**src/sv/aprc_pkg.sv**
```systemverilog
// Types and constants shared by the aging page replacement modules.
package aprc_pkg;

    // Fixed widths of the channel fields.
    localparam int PAGE_PORT_W  = 16;
    localparam int INDEX_PORT_W = 4;
    localparam int TOTAL_W      = 32;
    localparam int ACTIVE_W     = 5;

    // Frame count in use after reset.
    localparam logic [ACTIVE_W-1:0] ACTIVE_FRAMES_RESET = 5'd16;

    // Sequencer states, one-hot.
    typedef enum logic [3:0] {
        ST_IDLE = 4'b0001,
        ST_SCAN = 4'b0010,
        ST_FILL = 4'b0100,
        ST_DONE = 4'b1000
    } aprc_state_t;

    // Per-frame verdict from the shared compare unit.
    typedef struct packed {
        logic match;  // valid frame holding the referenced page
        logic empty;  // frame not yet filled
        logic less;   // age below the running minimum, or first frame
    } frame_status_t;

endpackage

```
**src/sv/aprc_frame_table.sv**
```systemverilog
// Frame table: valid flags, page tags and age counters with one read and one write port.
module aprc_frame_table #(
    parameter int FRAMES    = 16,
    parameter int PAGE_BITS = 16,
    parameter int AGE_BITS  = 8,
    parameter int IDX_W     = 4
) (
    input  logic                 aclk,
    input  logic                 aresetn,
    input  logic [IDX_W-1:0]     rd_idx,
    output logic                 rd_valid,
    output logic [PAGE_BITS-1:0] rd_page,
    output logic [AGE_BITS-1:0]  rd_age,
    input  logic [IDX_W-1:0]     wr_idx,
    input  logic                 age_we,
    input  logic [AGE_BITS-1:0]  age_wdata,
    input  logic                 page_we,
    input  logic [PAGE_BITS-1:0] page_wdata
);
    import aprc_pkg::*;

    logic [FRAMES-1:0]    valid_reg;
    logic [PAGE_BITS-1:0] page_mem [FRAMES];
    logic [AGE_BITS-1:0]  age_mem [FRAMES];
    logic                 rd_valid_reg;
    logic [PAGE_BITS-1:0] rd_page_reg;
    logic [AGE_BITS-1:0]  rd_age_reg;

    // Valid flags clear on reset; a page write marks its frame filled.
    always_ff @(posedge aclk) begin
        if (!aresetn) begin
            valid_reg <= '0;
        end else if (page_we) begin
            valid_reg[wr_idx] <= 1'b1;
        end
    end

    // Tag and age storage; contents of empty frames never decide a result.
    always_ff @(posedge aclk) begin
        if (page_we) begin
            page_mem[wr_idx] <= page_wdata;
        end
        if (age_we) begin
            age_mem[wr_idx] <= age_wdata;
        end
    end

    // Registered read of one frame per cycle.
    always_ff @(posedge aclk) begin
        rd_valid_reg <= valid_reg[rd_idx];
        rd_page_reg  <= page_mem[rd_idx];
        rd_age_reg   <= age_mem[rd_idx];
    end

    assign rd_valid = rd_valid_reg;
    assign rd_page  = rd_page_reg;
    assign rd_age   = rd_age_reg;

endmodule

```
**src/sv/aprc_frame_unit.sv**
```systemverilog
// Shared compare and shift unit that judges one frame per cycle.
module aprc_frame_unit #(
    parameter int PAGE_BITS = 16,
    parameter int AGE_BITS  = 8
) (
    input  logic                   frame_valid,
    input  logic [PAGE_BITS-1:0]   frame_page,
    input  logic [AGE_BITS-1:0]    frame_age,
    input  logic [PAGE_BITS-1:0]   key_page,
    input  logic [AGE_BITS-1:0]    best_age,
    input  logic                   first_frame,
    input  logic                   set_top,
    output aprc_pkg::frame_status_t status,
    output logic [AGE_BITS-1:0]    age_next
);
    import aprc_pkg::*;

    localparam logic [AGE_BITS-1:0] AGE_TOP = {1'b1, {(AGE_BITS-1){1'b0}}};

    // Tag match, emptiness and running-minimum compare.
    always_comb begin
        status.match = frame_valid && (frame_page == key_page);
        status.empty = !frame_valid;
        status.less  = first_frame || (frame_age < best_age);
    end

    // Aging: shift right, and mark the first matching frame as just referenced.
    always_comb begin
        age_next = frame_age >> 1;
        if (status.match && set_top) begin
            age_next = age_next | AGE_TOP;
        end
    end

endmodule

```
**src/sv/aging_page_replacement_core.sv**
```systemverilog
// Top level of the aging page replacement core: sequencer, counters and result register.
// One page reference is accepted when s_ready is high; the core then walks the active
// frames one per cycle through the frame table's single read port, matching tags,
// finding the first empty frame, tracking the oldest frame and writing back each
// shifted age, and finally places the page on a miss and updates the totals. A reference
// passes through the walk, the fill step and the done step before m_valid rises, and
// s_ready returns in the same cycle as m_valid, so a new reference is taken only once
// the last one's result is registered. A result still waiting in the output register
// holds the next reference at its last step until m_ready frees the register.
// The victim is the frame with the smallest age before this reference's shift, lowest
// index on ties. Frames above the active count keep their contents untouched. No
// clearing pass is needed after reset; cfg_data may be written at any time the core is
// idle and is always ready.
module aging_page_replacement_core #(
    parameter int FRAMES    = 16,
    parameter int AGE_BITS  = 8,
    parameter int PAGE_BITS = 16
) (
    input  logic                                aclk,
    input  logic                                aresetn,
    // Frame count register write.
    input  logic                                cfg_valid,
    output logic                                cfg_ready,
    input  logic [aprc_pkg::ACTIVE_W-1:0]       cfg_data,
    // Page reference in.
    input  logic                                s_valid,
    output logic                                s_ready,
    input  logic [aprc_pkg::PAGE_PORT_W-1:0]    s_page_number,
    // Result out.
    output logic                                m_valid,
    input  logic                                m_ready,
    output logic                                m_hit,
    output logic [aprc_pkg::INDEX_PORT_W-1:0]   m_frame_index,
    output logic                                m_evicted,
    output logic [aprc_pkg::PAGE_PORT_W-1:0]    m_evicted_page,
    output logic [aprc_pkg::TOTAL_W-1:0]        m_hit_total,
    output logic [aprc_pkg::TOTAL_W-1:0]        m_reference_total
);
    import aprc_pkg::*;

    localparam int IDX_W = (FRAMES > 1) ? $clog2(FRAMES) : 1;
    localparam logic [AGE_BITS-1:0] AGE_TOP = {1'b1, {(AGE_BITS-1){1'b0}}};
    localparam logic [IDX_W-1:0] LAST_FRAME = IDX_W'(FRAMES - 1);

    aprc_state_t          state_reg, state_next;
    logic [ACTIVE_W-1:0]  active_frames_reg;
    logic [PAGE_BITS-1:0] key_page_reg, key_page_next;
    logic [IDX_W-1:0]     last_idx_reg, last_idx_next;
    logic [IDX_W-1:0]     eval_idx_reg, eval_idx_next;
    logic                 hit_found_reg, hit_found_next;
    logic                 empty_found_reg, empty_found_next;
    logic [IDX_W-1:0]     hit_slot_reg, hit_slot_next;
    logic [IDX_W-1:0]     empty_slot_reg, empty_slot_next;
    logic [IDX_W-1:0]     vict_slot_reg, vict_slot_next;
    logic [PAGE_BITS-1:0] vict_page_reg, vict_page_next;
    logic [AGE_BITS-1:0]  best_age_reg, best_age_next;
    logic [TOTAL_W-1:0]   hit_count_reg, hit_count_next;
    logic [TOTAL_W-1:0]   ref_count_reg, ref_count_next;

    logic                    m_valid_reg, m_valid_next;
    logic                    m_hit_reg, m_hit_next;
    logic [INDEX_PORT_W-1:0] m_frame_index_reg, m_frame_index_next;
    logic                    m_evicted_reg, m_evicted_next;
    logic [PAGE_PORT_W-1:0]  m_evicted_page_reg, m_evicted_page_next;
    logic [TOTAL_W-1:0]      m_hit_total_reg, m_hit_total_next;
    logic [TOTAL_W-1:0]      m_ref_total_reg, m_ref_total_next;

    logic [IDX_W-1:0]     rd_idx;
    logic                 rd_valid;
    logic [PAGE_BITS-1:0] rd_page;
    logic [AGE_BITS-1:0]  rd_age;
    logic [IDX_W-1:0]     wr_idx;
    logic                 age_we;
    logic [AGE_BITS-1:0]  age_wdata;
    logic                 page_we;
    frame_status_t        status;
    logic [AGE_BITS-1:0]  age_next;
    logic [IDX_W-1:0]     final_slot;
    logic                 final_evicted;
    logic                 out_free;
    logic                 s_accept;

    // Frame storage.
    aprc_frame_table #(
        .FRAMES    (FRAMES),
        .PAGE_BITS (PAGE_BITS),
        .AGE_BITS  (AGE_BITS),
        .IDX_W     (IDX_W)
    ) u_table (
        .aclk       (aclk),
        .aresetn    (aresetn),
        .rd_idx     (rd_idx),
        .rd_valid   (rd_valid),
        .rd_page    (rd_page),
        .rd_age     (rd_age),
        .wr_idx     (wr_idx),
        .age_we     (age_we),
        .age_wdata  (age_wdata),
        .page_we    (page_we),
        .page_wdata (key_page_reg)
    );

    // Compare and shift unit shared by every frame of the walk.
    aprc_frame_unit #(
        .PAGE_BITS (PAGE_BITS),
        .AGE_BITS  (AGE_BITS)
    ) u_unit (
        .frame_valid (rd_valid),
        .frame_page  (rd_page),
        .frame_age   (rd_age),
        .key_page    (key_page_reg),
        .best_age    (best_age_reg),
        .first_frame (eval_idx_reg == '0),
        .set_top     (!hit_found_reg),
        .status      (status),
        .age_next    (age_next)
    );

    assign s_ready   = (state_reg == ST_IDLE);
    assign s_accept  = s_valid && s_ready;
    assign cfg_ready = 1'b1;
    assign out_free  = !m_valid_reg || m_ready;

    // Read address: frame 0 while idle, the following frame during the walk.
    always_comb begin
        rd_idx = '0;
        if (state_reg == ST_SCAN && eval_idx_reg != LAST_FRAME) begin
            rd_idx = eval_idx_reg + 1'b1;
        end
    end

    // Placement decision once the walk is over.
    always_comb begin
        final_evicted = !hit_found_reg && !empty_found_reg;
        priority if (hit_found_reg) begin
            final_slot = hit_slot_reg;
        end else if (empty_found_reg) begin
            final_slot = empty_slot_reg;
        end else begin
            final_slot = vict_slot_reg;
        end
    end

    // Frame count register.
    always_ff @(posedge aclk) begin
        if (!aresetn) begin
            active_frames_reg <= ACTIVE_FRAMES_RESET;
        end else if (cfg_valid && cfg_ready) begin
            active_frames_reg <= cfg_data;
        end
    end

    // Sequencer.
    always_comb begin
        int n_frames;
        n_frames         = 1;
        state_next       = state_reg;
        key_page_next    = key_page_reg;
        last_idx_next    = last_idx_reg;
        eval_idx_next    = eval_idx_reg;
        hit_found_next   = hit_found_reg;
        empty_found_next = empty_found_reg;
        hit_slot_next    = hit_slot_reg;
        empty_slot_next  = empty_slot_reg;
        vict_slot_next   = vict_slot_reg;
        vict_page_next   = vict_page_reg;
        best_age_next    = best_age_reg;
        hit_count_next   = hit_count_reg;
        ref_count_next   = ref_count_reg;
        wr_idx           = eval_idx_reg;
        age_we           = 1'b0;
        age_wdata        = age_next;
        page_we          = 1'b0;

        m_valid_next        = m_valid_reg && !m_ready;
        m_hit_next          = m_hit_reg;
        m_frame_index_next  = m_frame_index_reg;
        m_evicted_next      = m_evicted_reg;
        m_evicted_page_next = m_evicted_page_reg;
        m_hit_total_next    = m_hit_total_reg;
        m_ref_total_next    = m_ref_total_reg;

        unique case (state_reg)
            ST_IDLE: begin
                if (s_accept) begin
                    // Clamp the frame count to the range one to FRAMES.
                    if (active_frames_reg == '0) begin
                        n_frames = 1;
                    end else if (int'(active_frames_reg) > FRAMES) begin
                        n_frames = FRAMES;
                    end else begin
                        n_frames = int'(active_frames_reg);
                    end
                    key_page_next    = PAGE_BITS'(s_page_number);
                    last_idx_next    = IDX_W'(n_frames - 1);
                    eval_idx_next    = '0;
                    hit_found_next   = 1'b0;
                    empty_found_next = 1'b0;
                    state_next       = ST_SCAN;
                end
            end
            ST_SCAN: begin
                // First matching frame is the hit.
                if (status.match && !hit_found_reg) begin
                    hit_found_next = 1'b1;
                    hit_slot_next  = eval_idx_reg;
                end
                // Lowest empty frame.
                if (status.empty && !empty_found_reg) begin
                    empty_found_next = 1'b1;
                    empty_slot_next  = eval_idx_reg;
                end
                // Oldest frame by pre-shift age, lowest index on ties.
                if (status.less) begin
                    best_age_next  = rd_age;
                    vict_slot_next = eval_idx_reg;
                    vict_page_next = rd_page;
                end
                // Write back the shifted age of every filled frame.
                age_we = rd_valid;
                if (eval_idx_reg == last_idx_reg) begin
                    state_next = ST_FILL;
                end else begin
                    eval_idx_next = eval_idx_reg + 1'b1;
                end
            end
            ST_FILL: begin
                // On a miss the page takes its frame with a fresh age.
                wr_idx    = final_slot;
                age_wdata = AGE_TOP;
                age_we    = !hit_found_reg;
                page_we   = !hit_found_reg;
                if (hit_found_reg && hit_count_reg != '1) begin
                    hit_count_next = hit_count_reg + 1'b1;
                end
                if (ref_count_reg != '1) begin
                    ref_count_next = ref_count_reg + 1'b1;
                end
                state_next = ST_DONE;
            end
            ST_DONE: begin
                if (out_free) begin
                    m_valid_next        = 1'b1;
                    m_hit_next          = hit_found_reg;
                    m_frame_index_next  = INDEX_PORT_W'(final_slot);
                    m_evicted_next      = final_evicted;
                    m_evicted_page_next = final_evicted ? PAGE_PORT_W'(vict_page_reg) : '0;
                    m_hit_total_next    = hit_count_reg;
                    m_ref_total_next    = ref_count_reg;
                    state_next          = ST_IDLE;
                end
            end
            default: begin
                state_next = ST_IDLE;
            end
        endcase
    end

    // Control registers.
    always_ff @(posedge aclk) begin
        if (!aresetn) begin
            state_reg     <= ST_IDLE;
            hit_count_reg <= '0;
            ref_count_reg <= '0;
            m_valid_reg   <= 1'b0;
        end else begin
            state_reg     <= state_next;
            hit_count_reg <= hit_count_next;
            ref_count_reg <= ref_count_next;
            m_valid_reg   <= m_valid_next;
        end
    end

    // Walk and result payload registers.
    always_ff @(posedge aclk) begin
        key_page_reg       <= key_page_next;
        last_idx_reg       <= last_idx_next;
        eval_idx_reg       <= eval_idx_next;
        hit_found_reg      <= hit_found_next;
        empty_found_reg    <= empty_found_next;
        hit_slot_reg       <= hit_slot_next;
        empty_slot_reg     <= empty_slot_next;
        vict_slot_reg      <= vict_slot_next;
        vict_page_reg      <= vict_page_next;
        best_age_reg       <= best_age_next;
        m_hit_reg          <= m_hit_next;
        m_frame_index_reg  <= m_frame_index_next;
        m_evicted_reg      <= m_evicted_next;
        m_evicted_page_reg <= m_evicted_page_next;
        m_hit_total_reg    <= m_hit_total_next;
        m_ref_total_reg    <= m_ref_total_next;
    end

    assign m_valid           = m_valid_reg;
    assign m_hit             = m_hit_reg;
    assign m_frame_index     = m_frame_index_reg;
    assign m_evicted         = m_evicted_reg;
    assign m_evicted_page    = m_evicted_page_reg;
    assign m_hit_total       = m_hit_total_reg;
    assign m_reference_total = m_ref_total_reg;

endmodule

```
**config.mk**
```make
export PLATFORM = sky130hd
export DESIGN_NAME = aging_page_replacement_core
export DESIGN_NICKNAME = d
export VERILOG_FILES = /design/src/sv/aprc_pkg.sv /design/src/sv/aprc_frame_table.sv /design/src/sv/aprc_frame_unit.sv /design/src/sv/aging_page_replacement_core.sv
export SDC_FILE = /design/constraint.sdc
export NUM_CORES = 1
export LEC_CHECK = 0
export ABC_AREA = 1
export BUFFER_PORTS_ARGS = -buffer_cell sky130_fd_sc_hd__buf_2
export CAP_MARGIN = 20
export CORE_ASPECT_RATIO = 0.5
export CORE_MARGIN = 1.5
export CORE_UTILIZATION = 30
export CTS_CLUSTER_SIZE = 20
export DETAILED_ROUTE_END_ITERATION = 10
export MAX_ROUTING_LAYER = met4
export PLACE_DENSITY_LB_ADDON = 0.15
export SLEW_MARGIN = 20
export SYNTH_ARGS = -nofsm -noshare
export SYNTH_HDL_FRONTEND = slang
export SYNTH_SLANG_ARGS = --single-unit
export TNS_END_PERCENT = 10
```
**constraint.sdc**
```tcl
create_clock -name aclk -period 6.35 [get_ports aclk]
set_clock_uncertainty 0.1 [all_clocks]
set_input_delay 1.5875 -clock aclk [delete_from_list [all_inputs] [get_ports aclk]]
set_output_delay 1.5875 -clock aclk [all_outputs]
set_load 0.03 [all_outputs]
```
**After elaboration in Yosys (flattened, before gate mapping)**

Memory sizes are Yosys's and may differ from the RTL's. A register that Yosys moved wholly into a read port is not among the register bits.
Cells that the tools add are included.

- Register bits after elaboration: 239
- Bits in writable memories: 384
- Input bits: 26
- Output and inout port bits: 89
- Word-level logic and storage cells: 114
- Memories kept: 2

Memory list:

| memory | depth | bits a word | rd ports | clocked after Yosys merged registers in | write ports | line | text |
|---|---|---|---|---|---|---|---|
| u_table.page_mem | 16 | 16 | 1 | 1 | 1 | aprc_frame_table.sv:23 | `logic [PAGE_BITS-1:0] page_mem [FRAMES];` |
| u_table.age_mem | 16 | 8 | 1 | 1 | 1 | aprc_frame_table.sv:24 | `logic [AGE_BITS-1:0] age_mem [FRAMES];` |

- $add $sub $neg: 4
- Order comparisons: 5
- Equality and inequality tests: 15
- Mux-type cells: 34
- Bitwise operators: 1
- Reductions and logical operators: 30

Operators by type and width:

| cell | number |
|---|---|
| $add A32 B1 Y32 const B | 2 |
| $ne A32 B32 Y1 const B | 2 |
| $mux W4 | 13 |
| $eq A16 B16 Y1 | 1 |
| $mux W8 | 2 |
| $or A16 B16 Y16 | 1 |
| $pmux W4 S4 | 1 |
| $reduce_and A2 Y1 | 7 |
| $mux W1 | 12 |
| $reduce_and A3 Y1 | 4 |
| $lt A4 B5 Y1 const B | 2 |
| $logic_and A1 B1 Y1 | 9 |
| $lt A8 B8 Y1 | 1 |
| $ne A2 B1 Y1 const B | 4 |
| $pmux W4 S2 | 1 |
| $pmux W1 S2 | 3 |
| $gt A5 B5 Y1 const B | 1 |
| $logic_not A1 Y1 | 5 |
| $logic_not A5 Y1 | 1 |
| $add A4 B1 Y4 const B | 1 |
| $bmux W1 S4 | 1 |
| $demux W1 S4 | 1 |
| $eq A4 B1 Y1 const B | 1 |
| $eq A4 B2 Y1 const B | 1 |
| other kinds (10) | 12 |

**Logic depth before layout (Yosys ltp)**

Gate-level depths: netlist of the first run.

- Depth in word-level cells: 8
- Gate-level depth with buffers: 12
- Mapped depth without buffers: 12

**Hierarchy**

Synthesis of the first run repeated with hierarchy kept, for this count alone.

- Cell total of the unflattened synthesis: 2849
- Area, all modules: 28076.9 µm²

Modules (own cells, without submodules):

| module | instances | cells each | area each (µm²) | seq. area each (µm²) |
|---|---|---|---|---|
| aprc_frame_table | 1 | 1735 | 17999.8 | 12351.8 |
| aging_page_replacement_core | 1 | 994 | 9492.9 | 5925.7 |
| aprc_frame_unit | 1 | 120 | 584.3 | 0.0 |

**Worst setup path before layout of the first run**

No wires, ideal clock.

- Kind: input-to-reg
- From: input port m_ready
- To: register m_evicted_reg (netlist: m_evicted) (enable)
- Library setup time: 0.559 ns
- Arrival time: 5.811 ns
- Data required time: 5.691 ns
- Setup slack: -0.120 ns
- Stages on the path: 2
- Buffers on the path: 0
- Path through: inv_1 -> a21oi_1

- Longest elaborated chain between the ends: 2

Ends and longest elaborated chain:

| what | line | text |
|---|---|---|
| start: declaration | aging_page_replacement_core.sv:31 | `input logic m_ready,` |
| $logic_or A1 B1 Y1 | aging_page_replacement_core.sv:122 | `assign out_free = !m_valid_reg \|\| m_ready;` |
| $reduce_and A2 Y1 (no source line) | -- |  |
| end signal: assignment | aging_page_replacement_core.sv:288 | `m_evicted_reg <= m_evicted_next;` |
| end: declaration | aging_page_replacement_core.sv:63 | `logic m_evicted_reg, m_evicted_next;` |

No other way between the ends.
A chain may end at the register's enable or synchronous reset.

**Worst setup path after layout of the first run**

- From: register eval_idx_reg[0]
- To: register u_table.rd_page_reg[1] (netlist: u_table.rd_page[1]) (read register of u_table.page_mem)

- Longest elaborated chain between the ends: 3
- Elaborated cells on any way between the ends: 4
- Those cells by class: add/sub (1); eq/ne (1); mux (1); reduce/logical (1)

Ends and longest elaborated chain:

| what | line | text |
|---|---|---|
| start: declaration | aging_page_replacement_core.sv:49 | `logic [IDX_W-1:0] eval_idx_reg, eval_idx_next;` |
| start signal: assignment | aging_page_replacement_core.sv:278 | `eval_idx_reg <= eval_idx_next;` |
| parallel branches: the longest is 2 deep, another holds $add A4 B1 Y4 | -- |  |
| $mux W4 (*) | aging_page_replacement_core.sv:127 | `if (state_reg == ST_SCAN && eval_idx_reg != LAST_FRAME) begin` |
| end: declaration | aprc_frame_table.sv:26 | `logic [PAGE_BITS-1:0] rd_page_reg;` |

Mark *: on every way between the ends.

==> run_results.csv, run 1 <==
group,metric,value,unit
global_routing,grt_pass1_vias,19307,
placed_design,dp.cells,4193,
placed_design,gp_congestion,0.844,
cts,cts_resized,0,
synth,yosys_warnings,0,
drt,route.detailed.drc,0,
sta,hold_viol,0,
worst_setup_path,cpMostUsedCell,"nand3_1",
cells_and_area,finalNonFillerCells,4317,
cts,cts_tree,"built",
drt,drtAntennaViolNets,0,
global_routing,grtUsageTotal,0.170,
worst_setup_path,critPathArrivalTime,4.36,ns
die,ioPinCount,115,
synth,netlist_area,28900,um^2
drt,viasPerCell,4.70,
worst_setup_path,crit_type,"flip-flop to flip-flop",
power,p_leak,13.0,nW
sta,setup_violations,0,
power,p_sw,2.14,mW
cells_and_area,largest_reg_flops,256,
power,p_seq_frac,0.519,
sta,drv_slew,0,
drt,wl_per_cell,18.9,um
worst_setup_path,cpPeakStageDelay,0.76,ns
cts,clkSinkCount,647,
drt,drt-total-wl,81.5,mm
worst_setup_path,end_kind,"flip-flop",
drt,drtPass1Iterations,5,
power,p_clk_frac,0.433,
synth,syn_inst,2923,
placed_design,port_buffers,113,
worst_setup_path,crit_path_max_fanout,70,
cts,path_clk_slew,0.06,ns
synth,synth_seq_area_share,0.632,
run_status,status,"complete, no violations",
worst_setup_path,cpLargestDelayFamily,"buffers and inverters",
placed_design,dp_hpwl,47.4,mm
run,max-cap-violations,0,
synth,synth_seq_cells,647,
worst_setup_path,cp_cell_sequence,"inv_6 -> ha_1 -> nand3_4 -> clkinv_2 -> buf_4 -> nand3_1 -> nand3_1 -> nand3_1 -> nand2_1",
sta,holdWs,0.356,ns
cells_and_area,largest-register,"u_table.page_mem",
sta,worstMarginPinSlew,1.40,ns
die,dieHeight,223,um
power,combPwrFrac,0.048,
sta,layout_min_cycle_time,3.95,ns
synth,syn_nets,2961,
cts,insertion_delay,0.64,ns
global_routing,grt_pass1_wl,124,mm
cells_and_area,final_cell_mix,"558 x nand2_1, 532 x edfxtp_1, 509 x inv_1",
cts,clk_path_buf_depth,3,
power,ir_drop,0.171,mV
cells_and_area,layout-drive-gt1-share,0.117,
worst_setup_path,required,6.76,ns
global_routing,grt_start_max_net_pins,203,
die,start_util,0.303,
cts,cts_buffers,67,
worst_setup_path,cp-start-kind,"flip-flop",
die,die_area,98400,um^2
sta,final.setup.tns,0,ns
min_path,hold_path.class,"flip-flop to flip-flop",
drt,drtIter0Drc,1421,
cts,ctsHoldBuffers,0,
power,internal_power,6.96,mW
cells_and_area,area_delta_synth_final,13.8,%
global_routing,antenna_found_initial,2,
worst_setup_path,path_buf_inv,3,
cells_and_area,final_common_cell,"nand2_1",
global_routing,grt-ovfl-total,0,
synth,syn_avg_cell_area,9.89,um^2
cts,cts-root-buf,"clkbuf_16",
synth,yosys.cell_types.count,42,
sta,maxSlewHeadroom,0.0639,
die,die_x,442,um
cells_and_area,fin_nets,3029,
power,switching_share,0.235,
cells_and_area,fin_util,0.345,
sta,finalCritPeriodShare,0.622,
worst_setup_path,slowest_stage,"clkinv_2",
die,core,95400,um^2
sta,rsz0062_at_grt,"false",
cells_and_area,reg_top3,"u_table.page_mem: 256 flops, u_table.age_mem: 128 flops",
sta,max_freq,253,MHz
drt,vias,20296,
cts,htreeDepth,3,
die,placementRows,80,
power,power_density,276,nW/um^2
cts,cts_post_setup_buffers_inserted,0,
==> Yosys cell counts (all sizes together) <==
cell,n,area (um^2)
nand2,590,2320
edfxtp,532,16000
inv,532,2000
nand3,399,2010
nand4,212,1330
nor2,180,743
dfxtp,115,2300
buf,99,577
a21oi,73,440
clkbuf,53,200
nor3,30,170
o21ai,25,125
xor2,24,210
nand3b,18,135
xnor2,15,131
ha,12,150
or2,4,25.0
o22ai,3,25.0
o21bai,2,15.0
a211oi,1,7.51
clkinv,1,3.75
conb,1,3.75
nor3b,1,7.51
o311ai,1,8.76
==> worst paths after layout <==
path                      from  cells past startpoint                  to  slack, ns
max            eval_idx_reg[0]                      9  u_table.rd_page[1]       2.40
min          u_table.rd_age[0]                      0     best_age_reg[0]       0.36
max reg2reg    eval_idx_reg[0]                      9  u_table.rd_page[1]       2.40
min reg2reg  u_table.rd_age[0]                      0     best_age_reg[0]       0.36
==> power by group through the flow <==
stage | sequential, mW | combinational (mW) | clock, mW
floorplan | 4.78 | 0.282 | 0
global placement | 4.81 | 0.434 | 0
detailed placement | 4.82 | 0.436 | 0
CTS | 4.72 | 0.437 | 4.06
global route | 4.73 | 0.482 | 4.22
finish | 4.72 | 0.434 | 3.94
==> layer usage <==
metal,vias up,global-route usage,part of all wire
li1,9879,-,-
met1,9842,0.244,0.50
met2,481,0.253,0.44
met3,94,0.0266,0.047
met4,0,0.0398,0.018
met5,-,-,0
==> metrics by stage <==
stage          total power, mW  worst slack (ns)  instance area, um^2
6_report                  9.09              2.40                32900
5_1_grt                   9.43              2.19                32900
4_1_cts                   9.22              2.41                32900
3_5_place_dp              5.25              2.41                30800
3_3_place_gp              5.25              2.48                30700
2_1_floorplan             5.06              1.82                28900
==> cell type report <==
| class | instances | area, um^2 |
|---|---|---|
| multi-input combinational | 1591 | 7980 |
| clock buffer | 91 | 1840 |
| timing repair buffer | 151 | 907 |
| antenna | 1 | 2.50 |
| fill | 9688 | 62500 |
| clock inverter | 32 | 295 |
| sequential | 647 | 18300 |
| tap | 1271 | 1590 |
| inverter | 533 | 2010 |
==> logic make-up (layout without fill, tap and decap cells) <==
family                   count (synthesis)  after routing  synth area share
buffers and inverters                  685            807            0.0962
adder cells (fa/ha/maj)                 12             12           0.00519
AND/OR/NAND/NOR                       1434           1434             0.233
AO/OA/AOI/OAI                          105            105            0.0215
other                                    1              2          0.000130
XOR/XNOR                                39             39            0.0118
flip-flops                             647            647             0.632
No activity file was read; power rests on OpenSTA's default activity.
==> run 2: changes to the inputs <==
Settings changed: ABC_AREA 1 to 0.
Clock period 6.35 ns to 4.1 ns, I/O delays scaled along.
==> run 2 against run 1 <==
Combinational power grew 69%. Synthesized cell count decreased by 40%. Die area fell by 13%. Critical path depth down 3. Sequential share of layout area grew 6.7 points. Clock-buffer cell count decreased by 15. Final cell count shrank 29%. Sequential power up 53%. Design area decreased by 11%. Critical path type unchanged. Critical endpoint is now u_table.age_mem[2][6].
==> run_results.csv, run 2 <==
group,metric,value,unit
min_path,hold_path.class,"flip-flop to flip-flop",
power,finalPower,13.7,mW
cts,path_clk_slew,0.07,ns
synth,synth_seq_area_share,0.727,
drt,drtAntennaViolNets,0,
global_routing,grt_busiest_layer,"met2",
sta,worst_slack,0.898,ns
cts,cts_tree,"built",
die,core,82300,um^2
drt,route.detailed.drc,0,
sta,finalCritPeriodShare,0.781,
die,die_area,85700,um^2
drt,vias,14617,
cts,clkSinkCount,647,
worst_setup_path,end_kind,"flip-flop",
worst_setup_path,crit_type,"flip-flop to flip-flop",
power,p_leak,9.85,nW
worst_setup_path,cpLargestDelayFamily,"simple AND/OR/NAND/NOR gates",
power,ir_drop,0.390,mV
sta,drv_slew,0,
sta,holdWs,0.360,ns
cts,htreeDepth,2,
die,dieHeight,208,um
synth,synth-async-reset-ratio,0,
cells_and_area,final_cell_mix,"532 x edfxtp_1, 150 x nor2_1, 117 x a21oi_1",
die,start_util,0.306,
synth,yosysMostFrequentCell,"edfxtp_1",
cts,cts_resized,0,
global_routing,grt_start_max_net_pins,80,
cells_and_area,nFillCells,7886,
die,placementRows,74,
worst_setup_path,crit_path_max_fanout,8,
worst_setup_path,cpPeakStageDelay,0.65,ns
cts,cts_post_setup_buffers_inserted,0,
global_routing,grt-ovfl-total,0,
placed_design,port_buffers,113,
cells_and_area,reg_top3,"u_table.page_mem: 256 flops, u_table.age_mem: 128 flops",
placed_design,place_area,27400,um^2
power,power_density,467,nW/um^2
worst_setup_path,cp-start-kind,"flip-flop",
global_routing,met2_usage,0.227,
run_status,status,"complete, no violations",
global_routing,use_met1,0.227,
global_routing,grt_pass1_vias,14233,
run,max-cap-violations,0,
synth,yosysTopAreaCell,"edfxtp_1",
cells_and_area,layout-drive-gt1-share,0.170,
cells_and_area,fin_nets,1940,
synth,syn_avg_cell_area,14.3,um^2
cts,cts-root-buf,"clkbuf_16",
synth,synthTopCellsByArea,"edfxtp_1 64%, dfxtp_1 9.2%, mux2i_1 4.1%, nor2_1 2.5%, a21oi_1 2.3%",
drt,drtPass1Iterations,5,
synth,yosysTopAreaCellShare,0.635,
global_routing,grtUsageTotal,0.157,
cts,insertion_delay,0.65,ns
die,ioPinCount,115,
synth,netlist_area,25200,um^2
sta,maxSlewHeadroom,0.344,
synth,yosys_warnings,0,
cts,ctsHoldBuffers,0,
cts,clk_path_buf_depth,3,
cells_and_area,fin_util,0.357,
placed_design,gp_congestion,0.788,
drt,wl_per_cell,21.7,um
cells_and_area,largest-register,"u_table.page_mem",
synth,synth_seq_cells,647,
drt,drt-total-wl,66.3,mm
global_routing,grt_pass1_wl,96.9,mm
synth,yosys-top-cells-count,"532 x edfxtp_1, 169 x nor2_1, 118 x a21oi_1",
cells_and_area,final_common_cell,"edfxtp_1",
worst_setup_path,required,4.27,ns
global_routing,antenna_found_initial,2,
drt,viasPerCell,4.78,
placed_design,dp_slack,0.814,ns
cells_and_area,largest_reg_flops,256,
sta,worstMarginPinSlew,0.978,ns
die,die_x,413,um
synth,yosys.cell_types.count,61,
sta,max_freq,312,MHz
worst_setup_path,path_buf_inv,1,
cells_and_area,area_delta_synth_final,16.7,%
global_routing,grtUsageMet3,0.0285,
worst_setup_path,cp_cell_sequence,"mux2_2 -> mux2i_1 -> inv_1 -> o31a_1 -> or2_2 -> nor2_1",
cts,cts_buffers,61,
synth,synth-edff-count,532,
worst_setup_path,slowest_stage,"nor2_1",
cells_and_area,stdcell_area,29400,um^2
worst_setup_path,critPathArrivalTime,3.37,ns
sta,hold_viol,0,
placed_design,dp_hpwl,41.5,mm
sta,rsz0062_at_grt,"false",
synth,syn_inst,1757,
synth,syn_nets,1795,
synth,synth-main-ff-cell,"edfxtp_1",
sta,layout_min_cycle_time,3.20,ns
drt,drtIter0Drc,1042,
sta,setup_violations,0,
==> run 2: area by class of cell <==
cell class              count  area (um^2)  area share
diodes                      1         2.50   0.0000853
clock buffers              76         1600      0.0546
clock inverters            37          365      0.0124
inverters                  26         97.6     0.00332
multi-input cells         991         6520       0.222
flip-flops and latches    647        18300       0.623
well taps                1102         1380      0.0470
repair buffers            175         1110      0.0377
==> run 2: path summary, 6_finish.rpt <==
kind                                         from                     to  slack (ns)  cells after the start
worst min register to register  u_table.rd_age[0]        best_age_reg[0]        0.36                      0
worst min-delay path            u_table.rd_age[0]        best_age_reg[0]        0.36                      0
worst max register to register    empty_found_reg  u_table.age_mem[2][6]        0.90                      6
worst max-delay path              empty_found_reg  u_table.age_mem[2][6]        0.90                      6
==> run 2: power breakdown <==
part / internal (mW) / switching, mW
clock network: 3.20 / 2.52
registers: 7.17 / 0.0675
logic: 0.227 / 0.508
total: 10.6 / 3.09
==> run 2: kinds of logic after synthesis <==
logic type,count (synthesis),synth area share
muxes,133,0.0558
buffers and inverters,119,0.0192
xor gates and xnor gates,73,0.0254
adders and majority gates,12,0.00597
DFF,647,0.727
AOI/OAI and AO/OA,328,0.0816
and+or+nand+nor,444,0.0853
other,1,0.000149
==> run 2: metal layers <==
layer / vias up / part of all wire
met5: - / 0
met4: 0 / 0.020
met3: 95 / 0.048
met2: 315 / 0.43
met1: 7292 / 0.50
li1: 6915 / -
==> run 2: through the flow <==
step                      TNS (ns)  instances
after global placement           0       2941
after floorplan             -19.35       1757
after detailed placement         0       2941
after global routing             0       3055
final                            0       3055
after CTS                        0       3054
==> run 2: worst reg2reg max path: stages, from the launching register on <==
cell      delay (ns)
edfxtp_1        0.54
mux2_2          0.40
mux2i_1         0.24
inv_1           0.12
o31a_1          0.41
or2_2           0.37
nor2_1          0.65
